`config.mk`:
```
export PLATFORM = sky130hd
export DESIGN_NAME = prg_divu
export DESIGN_NICKNAME = d
export VERILOG_FILES = /design/src/rtl/core/prg_pkg.sv /design/src/rtl/core/prg_divu.sv
export SDC_FILE = /design/constraint.sdc
export NUM_CORES = 2
export LEC_CHECK = 0
export ABC_AREA = 1
export BUFFER_PORTS_ARGS = -buffer_cell sky130_fd_sc_hd__buf_2
export CORE_AREA = 2 2 494 496
export CTS_CLUSTER_DIAMETER = 40
export DETAILED_ROUTE_END_ITERATION = 7
export DIE_AREA = 0 0 496 498
export PLACE_DENSITY = 0.67
export SETUP_SLACK_MARGIN = 0.1
export SYNTH_ARGS = -nofsm -noshare
export SYNTH_HDL_FRONTEND = slang
export SYNTH_SLANG_ARGS = --single-unit
```
`constraint.sdc`:
```
create_clock -name clock -period 3.8 [get_ports clock]
set_clock_uncertainty 0.2 [all_clocks]
set_input_delay 0.19 -clock clock [delete_from_list [all_inputs] [get_ports clock]]
set_output_delay 0.19 -clock clock [all_outputs]
set_load 0.02 [all_outputs]
```
`src/rtl/core/prg_pkg.sv`:
```
// Package for primary ray generation: payload structs, constants, helpers.
// No dependencies.
package prg_pkg;
   localparam int COORD_FRAC_BITS_DEF = 8;
   localparam int DIR_FRAC_BITS_DEF   = 14;
   localparam int COMP_W   = 20;
   localparam int DIR_W    = 16;
   localparam int DIM_W    = 13;
   localparam int PIX_W    = 16;
   localparam int VEC_W    = 60;
   localparam int NDC_W    = 20;   // signed ndc, 16 fraction bits
   localparam int DEN_W    = 17;   // 16*dim
   localparam int NUM_W    = 34;   // 2*pix*2^16 + 8*dim
   localparam int CSR_AW   = 6;
   localparam int CSR_DW   = 64;
   localparam int QUO_W    = 35;   // unused; the direction divide quotient is DQW, 36 bits by default
   localparam int MAG_W    = 21;
   localparam int SUM_W    = 44;
   localparam int LEN_W    = 22;

   typedef enum logic [2:0] {
      REG_EYE   = 3'd0,
      REG_REF   = 3'd1,
      REG_HSPAN = 3'd2,
      REG_VSPAN = 3'd3,
      REG_WIDTH = 3'd4,
      REG_HEIGHT = 3'd5
   } reg_index_type;

   typedef struct packed {
      logic [PIX_W-1:0] pixel_x;
      logic [PIX_W-1:0] pixel_y;
   } req_type;

   typedef struct packed {
      logic signed [COMP_W-1:0] origin_x;
      logic signed [COMP_W-1:0] origin_y;
      logic signed [COMP_W-1:0] origin_z;
      logic signed [DIR_W-1:0]  dir_x;
      logic signed [DIR_W-1:0]  dir_y;
      logic signed [DIR_W-1:0]  dir_z;
      logic                     degenerate;
   } rsp_type;

   typedef struct packed {
      logic [VEC_W-1:0] eye_pos;
      logic [VEC_W-1:0] ref_pos;
      logic [VEC_W-1:0] horiz_span;
      logic [VEC_W-1:0] vert_span;
      logic [DIM_W-1:0] image_width;
      logic [DIM_W-1:0] image_height;
   } cfg_type;

   function automatic logic signed [COMP_W-1:0] comp_of(input logic [VEC_W-1:0] v,
                                                         input int unsigned i);
      comp_of = v[i*COMP_W +: COMP_W];
   endfunction
endpackage

```
`src/rtl/core/prg_divu.sv`:
```
// Pipelined restoring divider, one quotient bit per stage.
// Depends on prg_pkg. Carries a side payload alongside.
module prg_divu #(
   parameter int NW = 34,
   parameter int DW = 17,
   parameter int QW = 34,
   parameter int SW = 1
) (
   input  logic          clock,
   input  logic          reset,
   input  logic          adv,
   input  logic          in_valid,
   input  logic [NW-1:0] in_num,
   input  logic [DW-1:0] in_den,
   input  logic [SW-1:0] in_side,
   output logic          out_valid,
   output logic [QW-1:0] out_quo,
   output logic [SW-1:0] out_side
);
   import prg_pkg::*;
   localparam int RW = DW + 1;
   logic [QW:0]           vld_ff;
   logic [RW-1:0]         rem_ff  [QW+1];
   logic [NW-1:0]         num_ff  [QW+1];
   logic [DW-1:0]         den_ff  [QW+1];
   logic [QW-1:0]         quo_ff  [QW+1];
   logic [SW-1:0]         side_ff [QW+1];

   always_ff @(posedge clock) begin
      if (reset) begin
         vld_ff <= '0;
      end else if (adv) begin
         vld_ff <= {vld_ff[QW-1:0], in_valid};
      end
   end

   always_ff @(posedge clock) begin
      if (adv) begin
         rem_ff[0]  <= '0;
         num_ff[0]  <= in_num;
         den_ff[0]  <= in_den;
         quo_ff[0]  <= '0;
         side_ff[0] <= in_side;
      end
   end

   for (genvar s = 0; s < QW; s++) begin : g_stage
      logic [RW:0]   trial;
      logic [RW:0]   diff;
      logic          nbit;
      always_comb begin
         nbit  = (QW-1-s < NW) ? num_ff[s][(QW-1-s < NW) ? QW-1-s : 0] : 1'b0;
         trial = {rem_ff[s], nbit};
         diff  = trial - {2'b00, den_ff[s]};
      end
      always_ff @(posedge clock) begin
         if (adv) begin
            if (!diff[RW]) begin
               rem_ff[s+1] <= diff[RW-1:0];
            end else begin
               rem_ff[s+1] <= trial[RW-1:0];
            end
            quo_ff[s+1]  <= {quo_ff[s][QW-2:0], ~diff[RW]};
            num_ff[s+1]  <= num_ff[s];
            den_ff[s+1]  <= den_ff[s];
            side_ff[s+1] <= side_ff[s];
         end
      end
   end

   assign out_valid = vld_ff[QW];
   assign out_quo   = quo_ff[QW];
   assign out_side  = side_ff[QW];
endmodule

```
# Word level (Yosys, flattened, before mapping)
# Memory sizes are Yosys's and may differ from the RTL's.
# Cells that the tools add are included.
# word_totals
ram_bits	3640
regBits	35
n_memories	5
output_inout_bits	36
elab_cells	348
# memory_table
name	words	word_bits	rd	rd_ports_with_merged_regs	wr	line_no	rtl
num_ff	35	34	34	0	35	prg_divu.sv:24	logic [NW-1:0] num_ff [QW+1];
quo_ff	35	34	35	0	35	prg_divu.sv:26	logic [QW-1:0] quo_ff [QW+1];
rem_ff	35	18	34	0	35	prg_divu.sv:23	logic [RW-1:0] rem_ff [QW+1];
den_ff	35	17	34	0	35	prg_divu.sv:25	logic [DW-1:0] den_ff [QW+1];
side_ff	35	1	35	0	35	prg_divu.sv:27	logic [SW-1:0] side_ff [QW+1];
# classes
bitwise_logic	68
n_addsub	34
muxes	240
# ops
op	n
$sub A19 B17 Y19	34
$mux W18	34
$mux W1	206
$not A1 Y1	34
$or A1 B1 Y1	34

# Longest topological paths before layout
# depth
depth_word	5
depth_mapped	15
depth_no_buf	14

# Worst setup path before layout
# Ideal clock, no wire load.
# synth_timing
path_type	register -> register
startpoint	memory num_ff[29][4]
endpoint	memory rem_ff[30][10] in the netlist's numbering (data pin)
required_ns	3.347
arrival_time_ns	1.866
synth_period_minus_slack_ns	2.318
stages_incl_launch_ff	13
path_slack_ns	1.482
n_path_buf	2
path_cell_list	edfxtp_1 > inv_1 > ha_1 > inv_1 > fa_1 > nand3_1 > nand3_2 > nand2_1 > nand3_2 > buf_6 > buf_8 > nand4_1 > nand2_1
# synth_lines
element	line_no
start, declared	prg_divu.sv:24
end, declared	prg_divu.sv:23

==> impl_metrics.toml <==
[clock_network]
cts_tree = "done"
cts_max_level = 5
worst_skew_pair.late_latency_ps = 970
clock-sinks = 2432
cts_buffers = 387
clock-root-buffer = "clkbuf_16"
cts_max_path_buffers = 4
clk_pin_slew_ps = 50
ctsResizeCount = 0

[synth]
yosysUniqueCellTypes = 44
synthCells = 11512
synth_nets = 12162
synth_ff_type = "edfxtp_1"
synthesis.area_mm2 = 0.120
synth_top_cell_by_area = "edfxtp_1"
synthTopCellsByArea = "edfxtp_1 (60%), nand2_1 (11%), ha_1 (5.9%), inv_1 (4.5%), nand4_1 (3.0%)"
synth-seq-cells = 2432
async_reset_ff_share_pct = 0
ys_seq_area_share_pct = 60.5
ys_warn_count = 0
syn_avg_cell_area_um2 = 10.4
synth_edf_count = 2397
yosysTopAreaCellShare_pct = 59.9

[power]
internal-power_mw = 70.4
p_seq_share_pct = 35.3
p_comb_share_pct = 33.6
finalPower_mw = 111
peakVddDrop_mv = 0.538
power.leakage_nw = 60.6
p_sw_mw = 40.9
swShare_pct = 36.7
clkPwrFrac_pct = 31.1
powerDensity_mw_per_mm2 = 810

[routing]
drtIter0Drc = 6592
first_pass_iters = 6
vias_per_cell = 5.20
postRouteAntennaNets = 0
post-route-drc-count = 0
num_vias = 80372
wirelength_mm = 262
wl_per_cell_um = 17.0

[timing]
whs_ps = 145
hold_viol = 0
fin_crit_sh_pct = 84.6
totalNegativeSetupSlack_ps = 0
rsz0062_at_grt = "false"
setup_violations = 0
worst_slew_pin_slew_ps = 853
worst_slack_ps = 585
timing.fmax_mhz = 311
min_period_ps = 3220
slew_headroom_pct = 43.2
maxSlewViolCount = 0

[die]
io_pins = 92
die_area_mm2 = 0.247
dieWidth_um = 496
rows = 181
fp.coreArea_mm2 = 0.242
start_util_pct = 49.7
die_h_um = 498

[global_routing]
grt_usage_pct = 21.0
grt_max_degree = 124
grt_pass1_wl_mm = 417
antenna_found_initial = 1
grt_pass1_vias = 77402
grt-ovfl-total = 0

[layout]
stdcell_count = 15451
fin_area_mm2 = 0.137
syn2layout_area_growth_pct = 14.4
final_common_cell = "nand2_1"
drive_above_1_share_pct = 10.1
fin_util_pct = 56.8
n_fill_cell = 20238
layout_common_cells = "nand2_1 (3544), edfxtp_1 (2397), inv_1 (1445)"
final_nets = 12591

[worst_setup_path]
arrival_ps = 3810
cp_slowest_cell = "nand3_2"
endpoint_kind = "register"
required_ps = 4390
cpPeakStageDelay_ps = 500
path_cells = "ha_1 > nand2_2 > inv_2 > a21oi_2 > nand3_2 > nand2_2 > nand3_2 > nand3_4 > nand2_1 > nand2_1"
worstSetupPathType = "register to register"
cp-start-kind = "register"
path_max_fanout = 20

[status]
status = "completed"

[placed_design]
post-dp-hpwl_mm = 185
gp_congestion = 0.910
dp_cells = 14645
port_buffers = 91
place_ws_ps = 726
placed_area_mm2 = 0.123

[hold_path]
hold_path_class = "primary input to register"

[job]
max_cap_viol_count = 0
registers in the layout, indices dropped and copies added, names as in the netlist:
register,flops
den_ff,578
num_ff,595
quo_ff,595
rem_ff,594
side_ff,35
vld_ff,35
power groups by stage:
stage	Combinational [mW]	Clock [mW]	Sequential, mW
global placement	36.3	0	39.9
global route	42.6	36.6	39.7
detailed placement	36.8	0	39.8
floorplan	30.0	0	38.1
CTS	37.1	35.4	39.4
finish	37.4	34.6	39.3
metal layers:
| layer | routed length (um) | GRT usage (%) | vias up | share of wire [%] |
|---|---|---|---|---|
| li1 | - | - | 39826 | - |
| met3 | 12900 | 2.84 | 555 | 4.9 |
| met2 | 121000 | 33.2 | 2239 | 46 |
| met5 | 0 | 0 | - | 0 |
| met1 | 121000 | 29.9 | 37752 | 46 |
| met4 | 7300 | 6.56 | 0 | 2.8 |
critical path, delay by kind of cell, from the launching register on:
kind                       cells  cell delay, ps
AOI/OAI and AO/OA              1             280
adders and majority gates      1             380
buffers and inverters          1              50
DFF                            1             420
and+or+nand+nor                7            1710
area by class of cell:
cell class,instances,area [um2],area share [%]
sequential,2432,72700,52.9
multi-input combinational,7292,39400,28.7
clock buffer,422,9920,7.22
inverter,1513,5680,4.13
tap,3202,4010,2.91
clock inverter,273,3010,2.19
timing repair buffer,315,2760,2.01
antenna,2,5.00,0.00364
path summary, 6_finish.rpt:
check | start | to | slack (ps) | depth (start not counted)
worst max-delay path | rem_ff[7][8] | rem_ff[8][15] | 580 | 10
worst min-delay path | reset | vld_ff[3] | 140 | 3
worst max register to register | rem_ff[7][8] | rem_ff[8][15] | 580 | 10
worst min register to register | quo_ff[19][12] | quo_ff[20][13] | 170 | 0
what timing repair did:
item | CTS | global route
hold endpoints to repair | 966 | 0
setup buffers | 0 | 0
hold buffers | 109 | 0
synthesized netlist by cell type, types with 86 or more instances:
cell type and instances:
xor2_1 221, edfxtp_1 2397, ha_1 562, nand2_1 3544, xnor2_1 86, nand4_1 574
nor2_1 715, nand3_1 472, nor3_1 113, inv_1 1445, nand2_2 122, buf_6 144
a21oi_1 424
cell families after synthesis:
family / synth area share, %
xor+xnor: 2.24
fa+ha+maj: 6.38
buf+inv: 6.74
compound gates: 2.98
flops: 60.5
simple gates: 21.2
Power figures use the tool's default switching activity.
