File: config.mk
export PLATFORM = sky130hd
export DESIGN_NAME = prg_isqrt
export DESIGN_NICKNAME = d
export VERILOG_FILES = /design/src/rtl/core/prg_pkg.sv /design/src/rtl/core/prg_isqrt.sv
export SDC_FILE = /design/constraint.sdc
export NUM_CORES = 2
export LEC_CHECK = 0
export BUFFER_PORTS_ARGS = -buffer_cell sky130_fd_sc_hd__buf_2
export CORE_ASPECT_RATIO = 1.2
export CORE_MARGIN = 4
export CORE_UTILIZATION = 40
export CTS_CLUSTER_DIAMETER = 50
export DETAILED_ROUTE_END_ITERATION = 8
export PLACE_DENSITY_LB_ADDON = 0.12
export SLEW_MARGIN = 10
export SYNTH_ARGS = -nofsm -noshare
export SYNTH_HDL_FRONTEND = slang
export SYNTH_SLANG_ARGS = --single-unit
File: constraint.sdc
create_clock -name clock -period 8.1 [get_ports clock]
set_input_delay 1.62 -clock clock [delete_from_list [all_inputs] [get_ports clock]]
set_output_delay 1.62 -clock clock [all_outputs]
set_load 0.005 [all_outputs]
File: src/rtl/core/prg_pkg.sv
// Package for primary ray generation: payload structs, constants, helpers.
// No dependencies.
package prg_pkg;
   localparam int COORD_FRAC_BITS_DEF = 8;
   localparam int DIR_FRAC_BITS_DEF   = 14;
   localparam int COMP_W   = 20;
   localparam int DIR_W    = 16;
   localparam int DIM_W    = 13;
   localparam int PIX_W    = 16;
   localparam int VEC_W    = 60;
   localparam int NDC_W    = 20;   // signed ndc, 16 fraction bits
   localparam int DEN_W    = 17;   // 16*dim
   localparam int NUM_W    = 34;   // 2*pix*2^16 + 8*dim
   localparam int CSR_AW   = 6;
   localparam int CSR_DW   = 64;
   localparam int QUO_W    = 35;   // unused; the direction divide quotient is DQW, 36 bits by default
   localparam int MAG_W    = 21;
   localparam int SUM_W    = 44;
   localparam int LEN_W    = 22;

   typedef enum logic [2:0] {
      REG_EYE   = 3'd0,
      REG_REF   = 3'd1,
      REG_HSPAN = 3'd2,
      REG_VSPAN = 3'd3,
      REG_WIDTH = 3'd4,
      REG_HEIGHT = 3'd5
   } reg_index_type;

   typedef struct packed {
      logic [PIX_W-1:0] pixel_x;
      logic [PIX_W-1:0] pixel_y;
   } req_type;

   typedef struct packed {
      logic signed [COMP_W-1:0] origin_x;
      logic signed [COMP_W-1:0] origin_y;
      logic signed [COMP_W-1:0] origin_z;
      logic signed [DIR_W-1:0]  dir_x;
      logic signed [DIR_W-1:0]  dir_y;
      logic signed [DIR_W-1:0]  dir_z;
      logic                     degenerate;
   } rsp_type;

   typedef struct packed {
      logic [VEC_W-1:0] eye_pos;
      logic [VEC_W-1:0] ref_pos;
      logic [VEC_W-1:0] horiz_span;
      logic [VEC_W-1:0] vert_span;
      logic [DIM_W-1:0] image_width;
      logic [DIM_W-1:0] image_height;
   } cfg_type;

   function automatic logic signed [COMP_W-1:0] comp_of(input logic [VEC_W-1:0] v,
                                                         input int unsigned i);
      comp_of = v[i*COMP_W +: COMP_W];
   endfunction
endpackage

File: src/rtl/core/prg_isqrt.sv
// Pipelined integer square root, one result bit per stage.
// Depends on prg_pkg. Carries a side payload alongside.
module prg_isqrt #(
   parameter int XW = 44,
   parameter int SW = 1
) (
   input  logic          clock,
   input  logic          reset,
   input  logic          adv,
   input  logic          in_valid,
   input  logic [XW-1:0] in_x,
   input  logic [SW-1:0] in_side,
   output logic          out_valid,
   output logic [XW/2-1:0] out_root,
   output logic [SW-1:0] out_side
);
   import prg_pkg::*;
   localparam int RW = XW / 2;
   localparam int RMW = RW + 2;
   logic [RW:0]    vld_ff;
   logic [XW-1:0]  x_ff    [RW+1];
   logic [RMW-1:0] rem_ff  [RW+1];
   logic [RW-1:0]  root_ff [RW+1];
   logic [SW-1:0]  side_ff [RW+1];

   always_ff @(posedge clock) begin
      if (reset) begin
         vld_ff <= '0;
      end else if (adv) begin
         vld_ff <= {vld_ff[RW-1:0], in_valid};
      end
   end

   always_ff @(posedge clock) begin
      if (adv) begin
         x_ff[0]    <= in_x;
         rem_ff[0]  <= '0;
         root_ff[0] <= '0;
         side_ff[0] <= in_side;
      end
   end

   // digit-by-digit: rem = rem*4 + next pair; trial = 4*root + 1
   for (genvar s = 0; s < RW; s++) begin : g_stage
      logic [RMW:0] rem_sh;
      logic [RMW:0] trial;
      logic [RMW:0] diff;
      always_comb begin
         rem_sh = {rem_ff[s][RMW-2:0], x_ff[s][XW-1-2*s -: 2]};
         trial  = {1'b0, root_ff[s], 2'b01};
         diff   = rem_sh - trial;
      end
      always_ff @(posedge clock) begin
         if (adv) begin
            if (!diff[RMW]) begin
               rem_ff[s+1] <= diff[RMW-1:0];
            end else begin
               rem_ff[s+1] <= rem_sh[RMW-1:0];
            end
            root_ff[s+1] <= {root_ff[s][RW-2:0], ~diff[RMW]};
            x_ff[s+1]    <= x_ff[s];
            side_ff[s+1] <= side_ff[s];
         end
      end
   end

   assign out_valid = vld_ff[RW];
   assign out_root  = root_ff[RW];
   assign out_side  = side_ff[RW];
endmodule

# --- Yosys cells after proc, flatten, opt, wreduce, memory -nomap -nowiden ---
# Memories as Yosys holds them, arrays and structs flattened.
# Cells that the tools add are included.
totals:
  mem_bits_rw: 2093
  regBits: 23
  mem_count: 4
  word_cells: 227
  latch_bits: 0
  inputBits: 49
  output_inout_bits: 24
  rom_bits: 0
classes:
  n_shift: 0
  n_eq_ne: 0
  n_lt_le_gt_ge: 0
  div: 0
  bitwise: 44
  mux: 156
  reduce_logical: 0
  mul: 0
  n_addsub: 22
mem_list:
  columns: ["name", "words", "width", "read_ports", "rd_ports_with_merged_regs", "write_ports", "line_no", "rtl"]
  rows:
  - ["x_ff", 23, 44, 22, 0, 23, "prg_isqrt.sv:21", "logic [XW-1:0] x_ff [RW+1];"]
  - ["rem_ff", 23, 24, 22, 0, 23, "prg_isqrt.sv:22", "logic [RMW-1:0] rem_ff [RW+1];"]
  - ["root_ff", 23, 22, 23, 0, 23, "prg_isqrt.sv:23", "logic [RW-1:0] root_ff [RW+1];"]
  - ["side_ff", 23, 1, 23, 0, 23, "prg_isqrt.sv:24", "logic [SW-1:0] side_ff [RW+1];"]
ops:
  columns: ["cell", "n"]
  rows:
  - ["subtractor 25 x 24 -> 25 bit", 22]
  - ["two-way mux 24 bit", 22]
  - ["two-way mux 1 bit", 134]
  - ["inverter 1 bit", 22]
  - ["OR 1 bit", 22]

# --- Logic depth before layout (Yosys ltp) ---
# An unclocked memory read counts as a cell.
logic_depth:
  depth_word: 6
  depth_mapped: 13
  depth_no_buf: 11

# --- Least setup slack after synthesis ---
# Ideal clock, no wire load.
synth_path:
  kind: "input to register"
  start: "input port adv"
  end: "register vld_ff[10]"
  n_path_buf: 5
  setup_ns: 0.128
  arrival_ns: 3.601
  slack_ns: 4.372
  cell_stages: 7
  required_time_ns: 7.972
  path_cell_list: "clkbuf_1 > clkbuf_1 > clkbuf_1 > buf_1 > clkbuf_1 > mux2i_1 > nor2_1"
synth_lines:
  columns: ["element", "line_no", "rtl"]
  rows:
  - ["from (decl)", "prg_isqrt.sv:9", "input logic adv,"]
  - ["to (signal assigned)", "prg_isqrt.sv:30", "vld_ff <= {vld_ff[RW-1:0], in_valid};"]
  - ["to (decl)", "prg_isqrt.sv:20", "logic [RW:0] vld_ff;"]

==> run summary <==
status - finished, final reports clean
Post-synth top cells - edfxtp_1, inv_1, nand2_1
placement row count - 150
Power Density - 295 nW/um^2
Post-DRT Antenna Nets - 0
CTS tree - yes
crit path max fanout - 39
Clock transition at path regs - 0.06 ns
ys flop type - edfxtp_1
final std cells w/o fill - 6281
Remaining DRCs - 0
GPL Wtd Cong - 0.818
H-tree levels - 4
CTS Buffer Depth - 3
crit path kind - reg -> reg
total gr overflow - 0
worst relative slew slack - 30.2%
fin crit period - 4.32 ns
initial antenna violation count - 1
Hold Vio Cnt, Final - 0
Max Fclk - 0.232 GHz
Initial Util - 40.4%
fin util - 45.8%
placed insts - 6007
number of distinct library cells after synthesis - 74
r2r setup slk - 3.78 ns
largest net degree at the start of global routing - 179
die area - 147000 sq um
Final Max Slew Viols - 0
syn_nets - 4480
Total Power - 18900 uW
Worst Skew - 0.0203 ns
final wirelength - 103 mm
antenna cells - 0
hpwl dp - 71.7 mm
Worst Path Required - 8.61 ns
peak supply drop - 0.190 mV
NumNets Final - 4642
worst-margin pin slew - 1.05 ns
number of global-route vias before repair - 31276
Leak - 0.0241 uW
die width - 351 um
post-synth top area share - 65.8%
FFs w/ async S/R, synth - 0%
RSZ-0062 raised after global routing - no
# setup viols final - 0
leading area contributor after synthesis - edfxtp_1
root buf cell - clkbuf_16
port bufs - 72
CP Launch Type - flop
via count - 31457
Skew-Pair Late Insertion Delay - 0.76 ns
EDFF count, synth - 1237
Data arrival, critical path - 4.83 ns
Seq/Total Area, Yosys - 66.6%
Post-CTS Resized - 0
syn avg cell area - 13.5 sq um
Post-CTS Setup Bufs - 0
cell area after synthesis - 56400 sq um
drt via density - 5.01
number of synthesized register bits - 1260
Core Region - 140000 sq um
worst hold-check path type - reg -> reg
Post-CTS Hold Fix Bufs - 0
CTS buffer count - 151
Sink Count - 1260
area delta synth->final - 13.4%
initial DRC count - 1956
total track usage - 14.2%
DR WL/cell - 16.4 um
number of synthesis warnings - 0
Area contributors post-synth - edfxtp_1, ha_1, xor2_1, xnor2_1, inv_1
global-route wire length before repair - 166 mm
drt pass-1 iters - 5
Die Ht - 419 um
count leader, synth - edfxtp_1
Critical Path End Type - flop
Post-Syn Instances - 4174
fin crit share - 53.3%
io pins - 73
total of max-cap violations - 0
share of cells above drive strength 1 - 9.29%
setup TNS - 0 ns
metrics by stage:
| step | setup WS (ns) | hold WS (ns) | area (sq um) |
|---|---|---|---|
| after floorplan | 4.37 | 0.400 | 56400 |
| after global placement | 3.72 | 0.400 | 59000 |
| after detailed placement | 3.67 | 0.405 | 59000 |
| after CTS | 3.71 | 0.402 | 64000 |
| after global routing | 3.26 | 0.414 | 64000 |
| final | 3.78 | 0.406 | 64000 |
power by group:
group / leakage (uW) / internal (uW) / switching, uW
logic: 0.00935 / 1550 / 1960
clock network: 0.00241 / 4000 / 2630
registers: 0.0123 / 8220 / 494
total: 0.0241 / 13800 / 5090
worst max-delay path: stages, from the launching register on:
cell and delay [ns]:
edfxtp_1 0.40, ha_1 0.36, nor2b_1 0.16, o31ai_1 0.76
a21oi_1 0.18, o21ai_0 0.45, o21ai_0 0.28, a31oi_1 0.46
mux2i_2 0.26, buf_4 0.38, mux2_2 0.38
layout make-up:
cell class              instances  area, sq um
well taps                    1824         2280
clock buffers                 186         4110
multi-input cells            2506        17300
flip-flops and latches       1260        37600
repair buffers                 98          646
fillers                     12473        75800
clock inverters                88          850
inverters                     319         1200
placed cells by master (no fill, tap or decap), drive strengths merged, types with 17 or more instances in the layout:
cell type and instances:
nand3 41, clkinv 54, xor2 211, or4 26
nand4 18, o21ai 234, ha 257, o211ai 17
a21o 52, nor4 55, nor2b 40, inv 332
nand2 288, xnor2 181, o21a 57, dfxtp 23
a21oi 204, edfxtp 1237, a211oi 37, nand2b 74
o31ai 27, buf 98, nor2 245, mux2i 39
or3 60, clkbuf 186, mux2 54, and3 19
nor3 88
worst paths after layout:
check / to / from / cells after the start
worst max-delay path: rem_ff[2][115]$_DFFE_PP_ / rem_ff[2][72]$_DFFE_PP_ / 10
worst min-delay path: x_ff[1][21]$_DFFE_PP_ / x_ff[0][329]$_DFFE_PP_ / 0
worst max register to register: rem_ff[2][115]$_DFFE_PP_ / rem_ff[2][72]$_DFFE_PP_ / 10
worst min register to register: x_ff[1][21]$_DFFE_PP_ / x_ff[0][329]$_DFFE_PP_ / 0
per-layer routing:
layer  track usage, %  vias to the layer above  wire, um  part of all wire (%)
met3             2.54                      176      3530                   3.4
met2             25.5                      430     53800                    52
met5                0                        -         0                     0
met4             4.94                        0      2630                   2.5
li1                 -                    15766         -                     -
met1             17.1                    15085     43300                    42
flip-flops by register name, indices dropped and copies added (netlist names):
register / cells
rem_ff: 455
root_ff: 253
side_ff: 23
vld_ff: 23
x_ff: 506
kinds of logic (layout without fill, tap and decap cells):
kind of cell	after synthesis	after routing	synth area share (%)
xor+xnor	392	392	6.08
fa+ha+maj	257	257	5.70
mux	93	93	1.77
simple gates	1013	1013	8.78
compound gates	751	751	8.30
buf+inv	408	691	2.72
flops	1260	1260	66.6
Note: power is estimated with default switching activity, not from simulation.
